**src/sv/word_run_scanner_unit_defines.svh**
```systemverilog
// Assertion macros for the word run scanner.
// Used by the scanner core and the result queue; no other dependencies.
`ifndef WORD_RUN_SCANNER_UNIT_DEFINES_SVH
`define WORD_RUN_SCANNER_UNIT_DEFINES_SVH

`ifndef NO_ASSERTIONS
// Plain property, checked at every clock edge outside reset.
`define WRS_ASSERT(lbl, clk, rstn, prop) \
  lbl: assert property (@(posedge clk) disable iff (!(rstn)) (prop)) \
    else $error("word run scanner: assertion failed");
// Antecedent implies consequent in the same cycle.
`define WRS_ASSERT_IMPL(lbl, clk, rstn, ante, cons) \
  lbl: assert property (@(posedge clk) disable iff (!(rstn)) (ante) |-> (cons)) \
    else $error("word run scanner: implication failed");
`else
`define WRS_ASSERT(lbl, clk, rstn, prop)
`define WRS_ASSERT_IMPL(lbl, clk, rstn, ante, cons)
`endif

`endif

```
**src/sv/wrs_pkg.sv**
```systemverilog
// Shared types, constants and helpers of the word run scanner.
// No dependencies.
`timescale 1ns / 1ps
`default_nettype none

package wrs_pkg;

  localparam int unsigned WORD_W       = 32;
  localparam int unsigned CNT_W        = 31;
  localparam logic [CNT_W-1:0] CNT_MAX = {CNT_W{1'b1}};
  localparam int unsigned ADDR_BITS_DEF = 32;
  localparam int unsigned WORD_BYTES   = 4;
  localparam int unsigned ALIGN_LOW    = WORD_BYTES - 1;

  // Configuration register indexes
  localparam int unsigned CFG_IDX_W = 2;
  localparam logic [CFG_IDX_W-1:0] REG_MATCH_VALUE  = 2'd0;
  localparam logic [CFG_IDX_W-1:0] REG_BASE_ADDRESS = 2'd1;
  localparam logic [CFG_IDX_W-1:0] REG_MAX_RECORDS  = 2'd2;

  localparam logic [WORD_W-1:0] MATCH_VALUE_RST  = '0;
  localparam logic [WORD_W-1:0] BASE_ADDRESS_RST = '0;
  localparam logic [WORD_W-1:0] MAX_RECORDS_RST  = '1;

  // Result kinds
  localparam logic KIND_RUN     = 1'b0;
  localparam logic KIND_SUMMARY = 1'b1;

  // Result queue
  localparam int unsigned RES_DEPTH = 4;
  localparam int unsigned RES_PTR_W = $clog2(RES_DEPTH);

  typedef struct packed {
    logic [WORD_W-1:0] mem_word;
    logic              has_word;
    logic              last_word;
  } in_item_t;

  typedef struct packed {
    logic              record_kind;
    logic [WORD_W-1:0] start_address;
    logic [CNT_W-1:0]  run_words;
    logic [CNT_W-1:0]  total_words;
    logic [CNT_W-1:0]  run_count;
    logic [CNT_W-1:0]  longest_run;
    logic              final_result;
  } res_item_t;

  // Results of one item, oldest first; valid[1] only with valid[0].
  typedef struct packed {
    logic [1:0] valid;
    res_item_t  first;
    res_item_t  second;
  } res_push_t;

  function automatic logic [CNT_W-1:0] sat_inc(input logic [CNT_W-1:0] v);
    return (v == CNT_MAX) ? v : v + CNT_W'(1);
  endfunction

endpackage

`default_nettype wire

```
**src/sv/wrs_core.sv**
```systemverilog
// Scan state and per-item result generation of the word run scanner.
// Depends on wrs_pkg and word_run_scanner_unit_defines.svh.
`timescale 1ns / 1ps
`default_nettype none
`include "word_run_scanner_unit_defines.svh"

module wrs_core #(
  parameter int unsigned ADDR_BITS = wrs_pkg::ADDR_BITS_DEF
) (
  input  logic                       clk_i,
  input  logic                       rst_ni,
  input  logic                       step_i,
  input  wrs_pkg::in_item_t          item_i,
  input  logic [wrs_pkg::WORD_W-1:0] match_value_i,
  input  logic [wrs_pkg::WORD_W-1:0] base_address_i,
  input  logic [wrs_pkg::WORD_W-1:0] max_records_i,
  output wrs_pkg::res_push_t         push_o
);

  localparam int unsigned CW        = wrs_pkg::CNT_W;
  localparam int unsigned SUM_W     = wrs_pkg::WORD_W + 1;
  localparam int unsigned EXT_W     = (ADDR_BITS > SUM_W) ? ADDR_BITS : SUM_W;
  localparam int unsigned OUT_EXT_W = (ADDR_BITS > wrs_pkg::WORD_W) ? ADDR_BITS
                                                                   : wrs_pkg::WORD_W;

  logic                       scan_open_q, scan_open_d;
  logic [ADDR_BITS-1:0]       word_addr_q, word_addr_d;
  logic                       in_run_q, in_run_d;
  logic [ADDR_BITS-1:0]       run_start_q, run_start_d;
  logic [CW-1:0]              run_len_q, run_len_d;
  logic [CW-1:0]              total_q, total_d;
  logic [CW-1:0]              tally_q, tally_d;
  logic [CW-1:0]              longest_q, longest_d;
  logic [wrs_pkg::WORD_W-1:0] sent_q, sent_d;

  logic [SUM_W-1:0]     base_sum;
  logic [EXT_W-1:0]     base_ext;
  logic [ADDR_BITS-1:0] first_addr, addr_cur, start1;
  logic [OUT_EXT_W-1:0] start_ext;
  logic [CW-1:0]        len1, total1, tally_c, longest_c;
  logic                 is_match, in_run1, close_a, close_b, closing, emit_rec, scan_end;
  wrs_pkg::res_item_t   rec, summ;

  // Round the base up to a word boundary, then fit it to the address width.
  assign base_sum   = {1'b0, base_address_i} + SUM_W'(wrs_pkg::ALIGN_LOW);
  assign base_ext   = EXT_W'({base_sum[SUM_W-1:2], 2'b00});
  assign first_addr = base_ext[ADDR_BITS-1:0];
  assign addr_cur   = scan_open_q ? word_addr_q : first_addr;

  always_comb begin
    is_match = item_i.has_word && (item_i.mem_word == match_value_i);
    scan_end = !item_i.has_word || item_i.last_word;

    // Extend or start the run on a matching word.
    in_run1 = in_run_q;
    start1  = run_start_q;
    len1    = run_len_q;
    total1  = total_q;
    if (is_match) begin
      in_run1 = 1'b1;
      start1  = in_run_q ? run_start_q : addr_cur;
      len1    = wrs_pkg::sat_inc(in_run_q ? run_len_q : '0);
      total1  = wrs_pkg::sat_inc(total_q);
    end

    // A mismatch or the end of the scan closes the run; both can hold at once.
    close_a  = item_i.has_word && !is_match && in_run_q;
    close_b  = scan_end && in_run1;
    closing  = close_a || close_b;
    emit_rec = closing && (sent_q < max_records_i);

    tally_c   = closing ? wrs_pkg::sat_inc(tally_q) : tally_q;
    longest_c = (closing && (len1 > longest_q)) ? len1 : longest_q;

    start_ext = OUT_EXT_W'(start1);

    rec               = '0;
    rec.record_kind   = wrs_pkg::KIND_RUN;
    rec.start_address = start_ext[wrs_pkg::WORD_W-1:0];
    rec.run_words     = len1;
    rec.final_result  = !scan_end;

    summ              = '0;
    summ.record_kind  = wrs_pkg::KIND_SUMMARY;
    summ.total_words  = total1;
    summ.run_count    = tally_c;
    summ.longest_run  = longest_c;
    summ.final_result = 1'b1;

    push_o.first  = emit_rec ? rec : summ;
    push_o.second = summ;
    push_o.valid  = '0;
    if (step_i) begin
      push_o.valid[0] = emit_rec || scan_end;
      push_o.valid[1] = emit_rec && scan_end;
    end

    // Next state
    scan_open_d = scan_open_q;
    word_addr_d = word_addr_q;
    in_run_d    = in_run_q;
    run_start_d = run_start_q;
    run_len_d   = run_len_q;
    total_d     = total_q;
    tally_d     = tally_q;
    longest_d   = longest_q;
    sent_d      = sent_q;
    if (step_i) begin
      if (scan_end) begin
        scan_open_d = 1'b0;
        word_addr_d = '0;
        in_run_d    = 1'b0;
        run_start_d = '0;
        run_len_d   = '0;
        total_d     = '0;
        tally_d     = '0;
        longest_d   = '0;
        sent_d      = '0;
      end else begin
        scan_open_d = 1'b1;
        word_addr_d = addr_cur + ADDR_BITS'(wrs_pkg::WORD_BYTES);
        in_run_d    = closing ? 1'b0 : in_run1;
        run_start_d = start1;
        run_len_d   = closing ? '0 : len1;
        total_d     = total1;
        tally_d     = tally_c;
        longest_d   = longest_c;
        sent_d      = emit_rec ? sent_q + wrs_pkg::WORD_W'(1) : sent_q;
      end
    end
  end

  always_ff @(posedge clk_i or negedge rst_ni) begin
    if (!rst_ni) begin
      scan_open_q <= 1'b0;
      word_addr_q <= '0;
      in_run_q    <= 1'b0;
      run_start_q <= '0;
      run_len_q   <= '0;
      total_q     <= '0;
      tally_q     <= '0;
      longest_q   <= '0;
      sent_q      <= '0;
    end else begin
      scan_open_q <= scan_open_d;
      word_addr_q <= word_addr_d;
      in_run_q    <= in_run_d;
      run_start_q <= run_start_d;
      run_len_q   <= run_len_d;
      total_q     <= total_d;
      tally_q     <= tally_d;
      longest_q   <= longest_d;
      sent_q      <= sent_d;
    end
  end

  `WRS_ASSERT_IMPL(a_run_in_scan, clk_i, rst_ni, in_run_q, scan_open_q)
  `WRS_ASSERT(a_len_tracks_run, clk_i, rst_ni, in_run_q == (run_len_q != '0))
  `WRS_ASSERT(a_summary_clears, clk_i, rst_ni, (step_i && scan_end) |=> (!scan_open_q && (sent_q == '0) && (total_q == '0)))

endmodule

`default_nettype wire

```
**src/sv/wrs_res_fifo.sv**
```systemverilog
// Small result queue of the word run scanner: two writes, one read a cycle.
// Depends on wrs_pkg and word_run_scanner_unit_defines.svh.
`timescale 1ns / 1ps
`default_nettype none
`include "word_run_scanner_unit_defines.svh"

module wrs_res_fifo (
  input  logic               clk_i,
  input  logic               rst_ni,
  input  wrs_pkg::res_push_t push_i,
  output logic               room_o,
  output logic               out_valid_o,
  input  logic               out_ready_i,
  output wrs_pkg::res_item_t out_item_o
);

  localparam int unsigned DEPTH = wrs_pkg::RES_DEPTH;
  localparam int unsigned PW    = wrs_pkg::RES_PTR_W;
  localparam int unsigned NW    = PW + 1;

  wrs_pkg::res_item_t entry_q [DEPTH];
  logic [PW-1:0] wr_ptr_q, wr_ptr_d, rd_ptr_q, rd_ptr_d, wr_ptr_nx;
  logic [NW-1:0] cnt_q, cnt_d, push_n;
  logic          pop;

  assign push_n      = NW'(push_i.valid[0]) + NW'(push_i.valid[1]);
  assign pop         = out_valid_o && out_ready_i;
  assign out_valid_o = (cnt_q != '0);
  assign out_item_o  = entry_q[rd_ptr_q];
  // Room for the worst case of two results from the next item.
  assign room_o      = (cnt_q <= NW'(DEPTH - 2));
  assign wr_ptr_nx   = wr_ptr_q + PW'(1);

  always_comb begin
    wr_ptr_d = wr_ptr_q + push_n[PW-1:0];
    rd_ptr_d = pop ? rd_ptr_q + PW'(1) : rd_ptr_q;
    cnt_d    = cnt_q + push_n - NW'(pop);
  end

  always_ff @(posedge clk_i or negedge rst_ni) begin
    if (!rst_ni) begin
      wr_ptr_q <= '0;
      rd_ptr_q <= '0;
      cnt_q    <= '0;
    end else begin
      wr_ptr_q <= wr_ptr_d;
      rd_ptr_q <= rd_ptr_d;
      cnt_q    <= cnt_d;
    end
  end

  always_ff @(posedge clk_i) begin
    if (push_i.valid[0]) begin
      entry_q[wr_ptr_q] <= push_i.first;
    end
    if (push_i.valid[1]) begin
      entry_q[wr_ptr_nx] <= push_i.second;
    end
  end

  `WRS_ASSERT(a_cnt_bound, clk_i, rst_ni, cnt_q <= NW'(DEPTH))
  `WRS_ASSERT_IMPL(a_pair_order, clk_i, rst_ni, push_i.valid[1], push_i.valid[0])
  `WRS_ASSERT_IMPL(a_no_overflow, clk_i, rst_ni, push_i.valid[0], room_o)

endmodule

`default_nettype wire

```
**src/sv/word_run_scanner_unit.sv**
```systemverilog
// Top level of the word run scanner: configuration, input register, core, queue.
// Depends on wrs_pkg, wrs_core and wrs_res_fifo.
//
//   channel   signals                              direction
//   -------   ----------------------------------   ---------
//   input     in_valid_i / in_ready_o / in_item_i  in
//   output    out_valid_o / out_ready_i / out_item_o out
//   config    cfg_we_i / cfg_idx_i / cfg_wdata_i   in, write only
//
// An item enters the input register; when the queue has room, the core
// compares it, updates the run counters and writes zero, one or two results
// into a four-entry queue. One item a cycle is sustained while results drain
// one a cycle; both results of an item go in together, then leave singly.
// Output valid is set once a result sits in the queue.
// Input ready depends only on registered state: it drops when the input
// register is full and the queue cannot take two more results.
// Reset clears all scan state and loads the register reset values.
`timescale 1ns / 1ps
`default_nettype none

module word_run_scanner_unit #(
  parameter int unsigned ADDR_BITS = wrs_pkg::ADDR_BITS_DEF
) (
  input  logic                          clk_i,
  input  logic                          rst_ni,
  input  logic                          in_valid_i,
  output logic                          in_ready_o,
  input  wrs_pkg::in_item_t             in_item_i,
  output logic                          out_valid_o,
  input  logic                          out_ready_i,
  output wrs_pkg::res_item_t            out_item_o,
  input  logic                          cfg_we_i,
  input  logic [wrs_pkg::CFG_IDX_W-1:0] cfg_idx_i,
  input  logic [wrs_pkg::WORD_W-1:0]    cfg_wdata_i
);

  logic [wrs_pkg::WORD_W-1:0] match_value_q, base_address_q, max_records_q;
  logic                       in_vld_q, in_vld_d;
  wrs_pkg::in_item_t          in_item_q;
  logic                       room, step, in_take;
  wrs_pkg::res_push_t         push;

  // Configuration registers; an unknown index writes nothing.
  always_ff @(posedge clk_i or negedge rst_ni) begin
    if (!rst_ni) begin
      match_value_q  <= wrs_pkg::MATCH_VALUE_RST;
      base_address_q <= wrs_pkg::BASE_ADDRESS_RST;
      max_records_q  <= wrs_pkg::MAX_RECORDS_RST;
    end else if (cfg_we_i) begin
      unique case (cfg_idx_i)
        wrs_pkg::REG_MATCH_VALUE:  match_value_q  <= cfg_wdata_i;
        wrs_pkg::REG_BASE_ADDRESS: base_address_q <= cfg_wdata_i;
        wrs_pkg::REG_MAX_RECORDS:  max_records_q  <= cfg_wdata_i;
        default: ;
      endcase
    end
  end

  // Advance the held item when the queue has room for its results; take a
  // new item whenever the input register frees up in this cycle.
  assign step       = in_vld_q && room;
  assign in_ready_o = !in_vld_q || room;
  assign in_take    = in_valid_i && in_ready_o;

  always_comb begin
    in_vld_d = in_vld_q;
    if (in_take) begin
      in_vld_d = 1'b1;
    end else if (step) begin
      in_vld_d = 1'b0;
    end
  end

  always_ff @(posedge clk_i or negedge rst_ni) begin
    if (!rst_ni) begin
      in_vld_q <= 1'b0;
    end else begin
      in_vld_q <= in_vld_d;
    end
  end

  // Hold the payload until the core has used it.
  always_ff @(posedge clk_i) begin
    if (in_take) begin
      in_item_q <= in_item_i;
    end
  end

  wrs_core #(
    .ADDR_BITS (ADDR_BITS)
  ) u_core (
    .clk_i          (clk_i),
    .rst_ni         (rst_ni),
    .step_i         (step),
    .item_i         (in_item_q),
    .match_value_i  (match_value_q),
    .base_address_i (base_address_q),
    .max_records_i  (max_records_q),
    .push_o         (push)
  );

  wrs_res_fifo u_res_fifo (
    .clk_i       (clk_i),
    .rst_ni      (rst_ni),
    .push_i      (push),
    .room_o      (room),
    .out_valid_o (out_valid_o),
    .out_ready_i (out_ready_i),
    .out_item_o  (out_item_o)
  );

endmodule

`default_nettype wire

```
**config.mk**
```make
export PLATFORM = sky130hd
export DESIGN_NAME = word_run_scanner_unit
export DESIGN_NICKNAME = d
export VERILOG_FILES = /design/src/sv/wrs_pkg.sv /design/src/sv/wrs_core.sv /design/src/sv/wrs_res_fifo.sv /design/src/sv/word_run_scanner_unit.sv
export VERILOG_INCLUDE_DIRS = /design/src /design/src/sv
export SDC_FILE = /design/constraint.sdc
export NUM_CORES = 2
export LEC_CHECK = 0
export BUFFER_PORTS_ARGS = -buffer_cell sky130_fd_sc_hd__buf_2
export CAP_MARGIN = 30
export CORE_UTILIZATION = 55
export CTS_BUF_LIST = sky130_fd_sc_hd__clkbuf_16
export CTS_CLUSTER_SIZE = 40
export DETAILED_ROUTE_END_ITERATION = 12
export HOLD_SLACK_MARGIN = 0.08
export PLACE_DENSITY_LB_ADDON = 0.3
export REMOVE_ABC_BUFFERS = 1
export SYNTH_ARGS = -nofsm -noshare
export SYNTH_HDL_FRONTEND = slang
export SYNTH_SLANG_ARGS = --single-unit
```
**constraint.sdc**
```tcl
create_clock -name clk_i -period 6.7 [get_ports clk_i]
set_input_delay 0.67 -clock clk_i [delete_from_list [all_inputs] [get_ports clk_i]]
set_output_delay 0.67 -clock clk_i [all_outputs]
set_load 0.02 [all_outputs]
```
==> run summary <==
H-tree depth - 3
DIE HEIGHT - 293 µm
Hold-fix buffers, CTS - 1
crit-path max FO - 29
largest cells by area after synthesis - edfxtp_1, dfrtp_1, dfxtp_1
global route overflow - 0
Post-synth EDFFs - 406
largest net degree at the start of global routing - 138
placement row count - 106
Net Sw Frac - 0.331
CP Class - flop to flop
fin nets - 4297
DR iter-0 viols - 2837
vias per inst - 6.02
CP required - 7090 ps
clock slew at reported path FFs - 70 ps
Vias - 32400
largest family of logic cells by synthesized area - multiplexers
post-CTS setup buffers - 0
Max VDD drop - 316 µV
final setup violation count - 0
period utilization - 0.898
die area - 0.0859 mm²
Synth Register Bits - 992
P per Cell Area - 343 mW/mm²
initial antenna violation count - 0
first-pass GRT wire length - 186 mm
Resized cells post-CTS - 0
Post-Synth Simple-Gate Area - 0.139
Post-DRT Antenna Nets - 0
post-synth top area share - 0.262
mux contribution to synthesized area - 0.158
Post-synth top cells - nor2_1, edfxtp_1, dfrtp_1, mux2i_1, dfxtp_1
cell count after synthesis - 3998
Async SR Flop Fraction - 0.329
area delta synth->final - 11.8%
leakage - 0.0194 µW
achievable frequency - 0.166 GHz
met3 Resource Use GR - 0.0371
layout cells sized above 1 - 0.186
Worst Hold Class - primary input to flop
cell area after synthesis - 0.0466 mm²
met1 global-route usage - 0.383
Place WS - 805 ps
overall routed net length - 119 mm
TritonCTS Buffers - 101
final hold vios - 0
setup ws final - 681 ps
max_cap viols - 0
Util after Layout - 0.621
clk_lat worst skew - 680 ps
Slew @ Worst Pin - 981 ps
Pre-antenna DRT Iters - 5
ys flop type - edfxtp_1
cell accounting for the most synthesized area - edfxtp_1
Synth Area in XOR/XNOR - 0.0295
Setup Skew - 45.7 ps
adder-cell share of the synthesized area - 0.0198
sequential fraction of the synthesis area - 0.549
CP Capture Type - flop
complex-gate fraction of the synthesized area - 0.0709
power share of the clock group - 0.310
Final Power - 17900 µW
clk sinks - 992
Initial Util - 0.556
Die X - 293 µm
Final min period - 6020 ps
sequential fraction of design power - 0.422
input/output buffers - 232
Core ar. - 0.0838 mm²
crit start category - flop
placed cell area - 0.0488 mm²
Power Internal - 12000 µW
vias in the first global route - 32100
mean post-synth cell area - 11.7 µm²
Cell variety after synth - 80
WL/cell - 22.1 µm
met2 usage - 0.457
final slew viol count - 0
grt peak-use layer - met2
unrepaired setup endpoints after global routing - false
CTS root buffer - clkbuf_16
clk buf depth - 3
post-route design area - 0.0521 mm²
Sw Pwr - 5910 µW
status - completed
Comb power frac - 0.269
top-count cell post-synth - nor2_1
# IOs - 233
CTS tree - done
GP Congestion - 0.911
sum of negative setup slack - 0 ps
GRT Overall Usage - 0.277
n_diodes - 0
drt drc - 0
Warnings, synthesis - 0
Data arrival, critical path - 6410 ps
detailed placement HPWL - 73.9 mm
Slew HR - 0.343
==> flip-flops by register name, indices dropped and copies added (netlist names) <==
| signal | count |
|---|---|
| base_address_q | 32 |
| in_item_q | 34 |
| in_vld_q | 1 |
| match_value_q | 32 |
| max_records_q | 32 |
| u_core.in_run_q | 1 |
| u_core.longest_q | 31 |
| u_core.run_len_q | 31 |
| u_core.run_start_q | 32 |
| u_core.scan_open_q | 1 |
| u_core.sent_q | 32 |
| u_core.tally_q | 31 |
| u_core.total_q | 31 |
| u_core.word_addr_q | 32 |
| u_res_fifo.cnt_q | 3 |
| u_res_fifo.entry_q | 632 |
| u_res_fifo.rd_ptr_q | 2 |
| u_res_fifo.wr_ptr_q | 2 |
==> stage by stage <==
step,std cells,hold slack (ps)
global placement,5179,444
floorplan,3747,374
detailed placement,5180,454
global route,5372,150
finish,5372,166
CTS,5371,137
==> cell families after synthesis <==
family | after synthesis
buffers and inverters | 358
xor gates and xnor gates | 157
DFF | 992
and+or+nand+nor | 1405
adders and majority gates | 73
muxes | 525
AOI/OAI and AO/OA | 488
==> power by group through the flow <==
stage / Combinational, µW / Sequential, µW / Clock (µW)
after detailed placement: 4820 / 7650 / 0
after global routing: 5110 / 7600 / 5850
final: 4800 / 7530 / 5540
after floorplan: 3200 / 7810 / 0
after CTS: 4830 / 7530 / 5600
after global placement: 4770 / 7610 / 0
==> layer usage <==
| metal | share of wire | up-vias |
|---|---|---|
| met5 | 0 | - |
| met4 | 0.024 | 0 |
| met3 | 0.066 | 174 |
| met2 | 0.49 | 1187 |
| met1 | 0.42 | 16200 |
| li1 | - | 14800 |
==> placed cells by master, fill, tap and decap left out, types with 130 or more instances in the layout <==
cell type / n
nor2_1: 711
nand2_1: 238
inv_1: 130
mux4_2: 158
buf_2: 231
dfrtp_1: 291
mux2i_1: 266
dfxtp_1: 260
o21ai_0: 133
edfxtp_1: 406
==> worst max-delay path: stages (launching register included) <==
cell	delay [ps]
dfrtp_2	680
and2_1	210
ha_1	180
and4_1	230
nand4_1	220
nor4_4	610
a21oi_1	270
nand3_1	170
nor4b_1	60
a221oi_1	350
inv_1	150
ha_1	310
and3_1	140
nand4_1	160
nor4_1	420
o31a_1	200
o31a_2	520
buf_4	320
mux2i_1	430
nor2_1	90
==> final timing paths <==
kind / slack [ps] / end / depth (start not counted) / from
max: 680 / u_res_fifo.entry_q[2][19]$_DFFE_PP_ / 19 / u_core.in_run_q$_DFFE_PN0P_
min: 170 / in_item_q[6]$_DFFE_PP_ / 1 / in_item_i[6]
max reg2reg: 680 / u_res_fifo.entry_q[2][19]$_DFFE_PP_ / 19 / u_core.in_run_q$_DFFE_PN0P_
min reg2reg: 470 / u_res_fifo.entry_q[1][96]$_SDFFE_PP0P_ / 1 / u_res_fifo.entry_q[1][96]$_SDFFE_PP0P_
max in group asynchronous: 4880 / u_core.total_q[11]$_DFFE_PN0P_ / 3 / rst_ni
min in group asynchronous: 560 / match_value_q[19]$_DFFE_PN0P_ / 2 / rst_ni
==> cell type report <==
type,instances,area (µm²)
well taps,1134,1420
fillers,6627,31700
multi-input cells,2648,19600
clock inverters,88,714
flip-flops and latches,992,25600
clock buffers,102,2550
inverters,107,412
repair buffers,301,1820
Note: power is estimated with default switching activity, not from simulation.
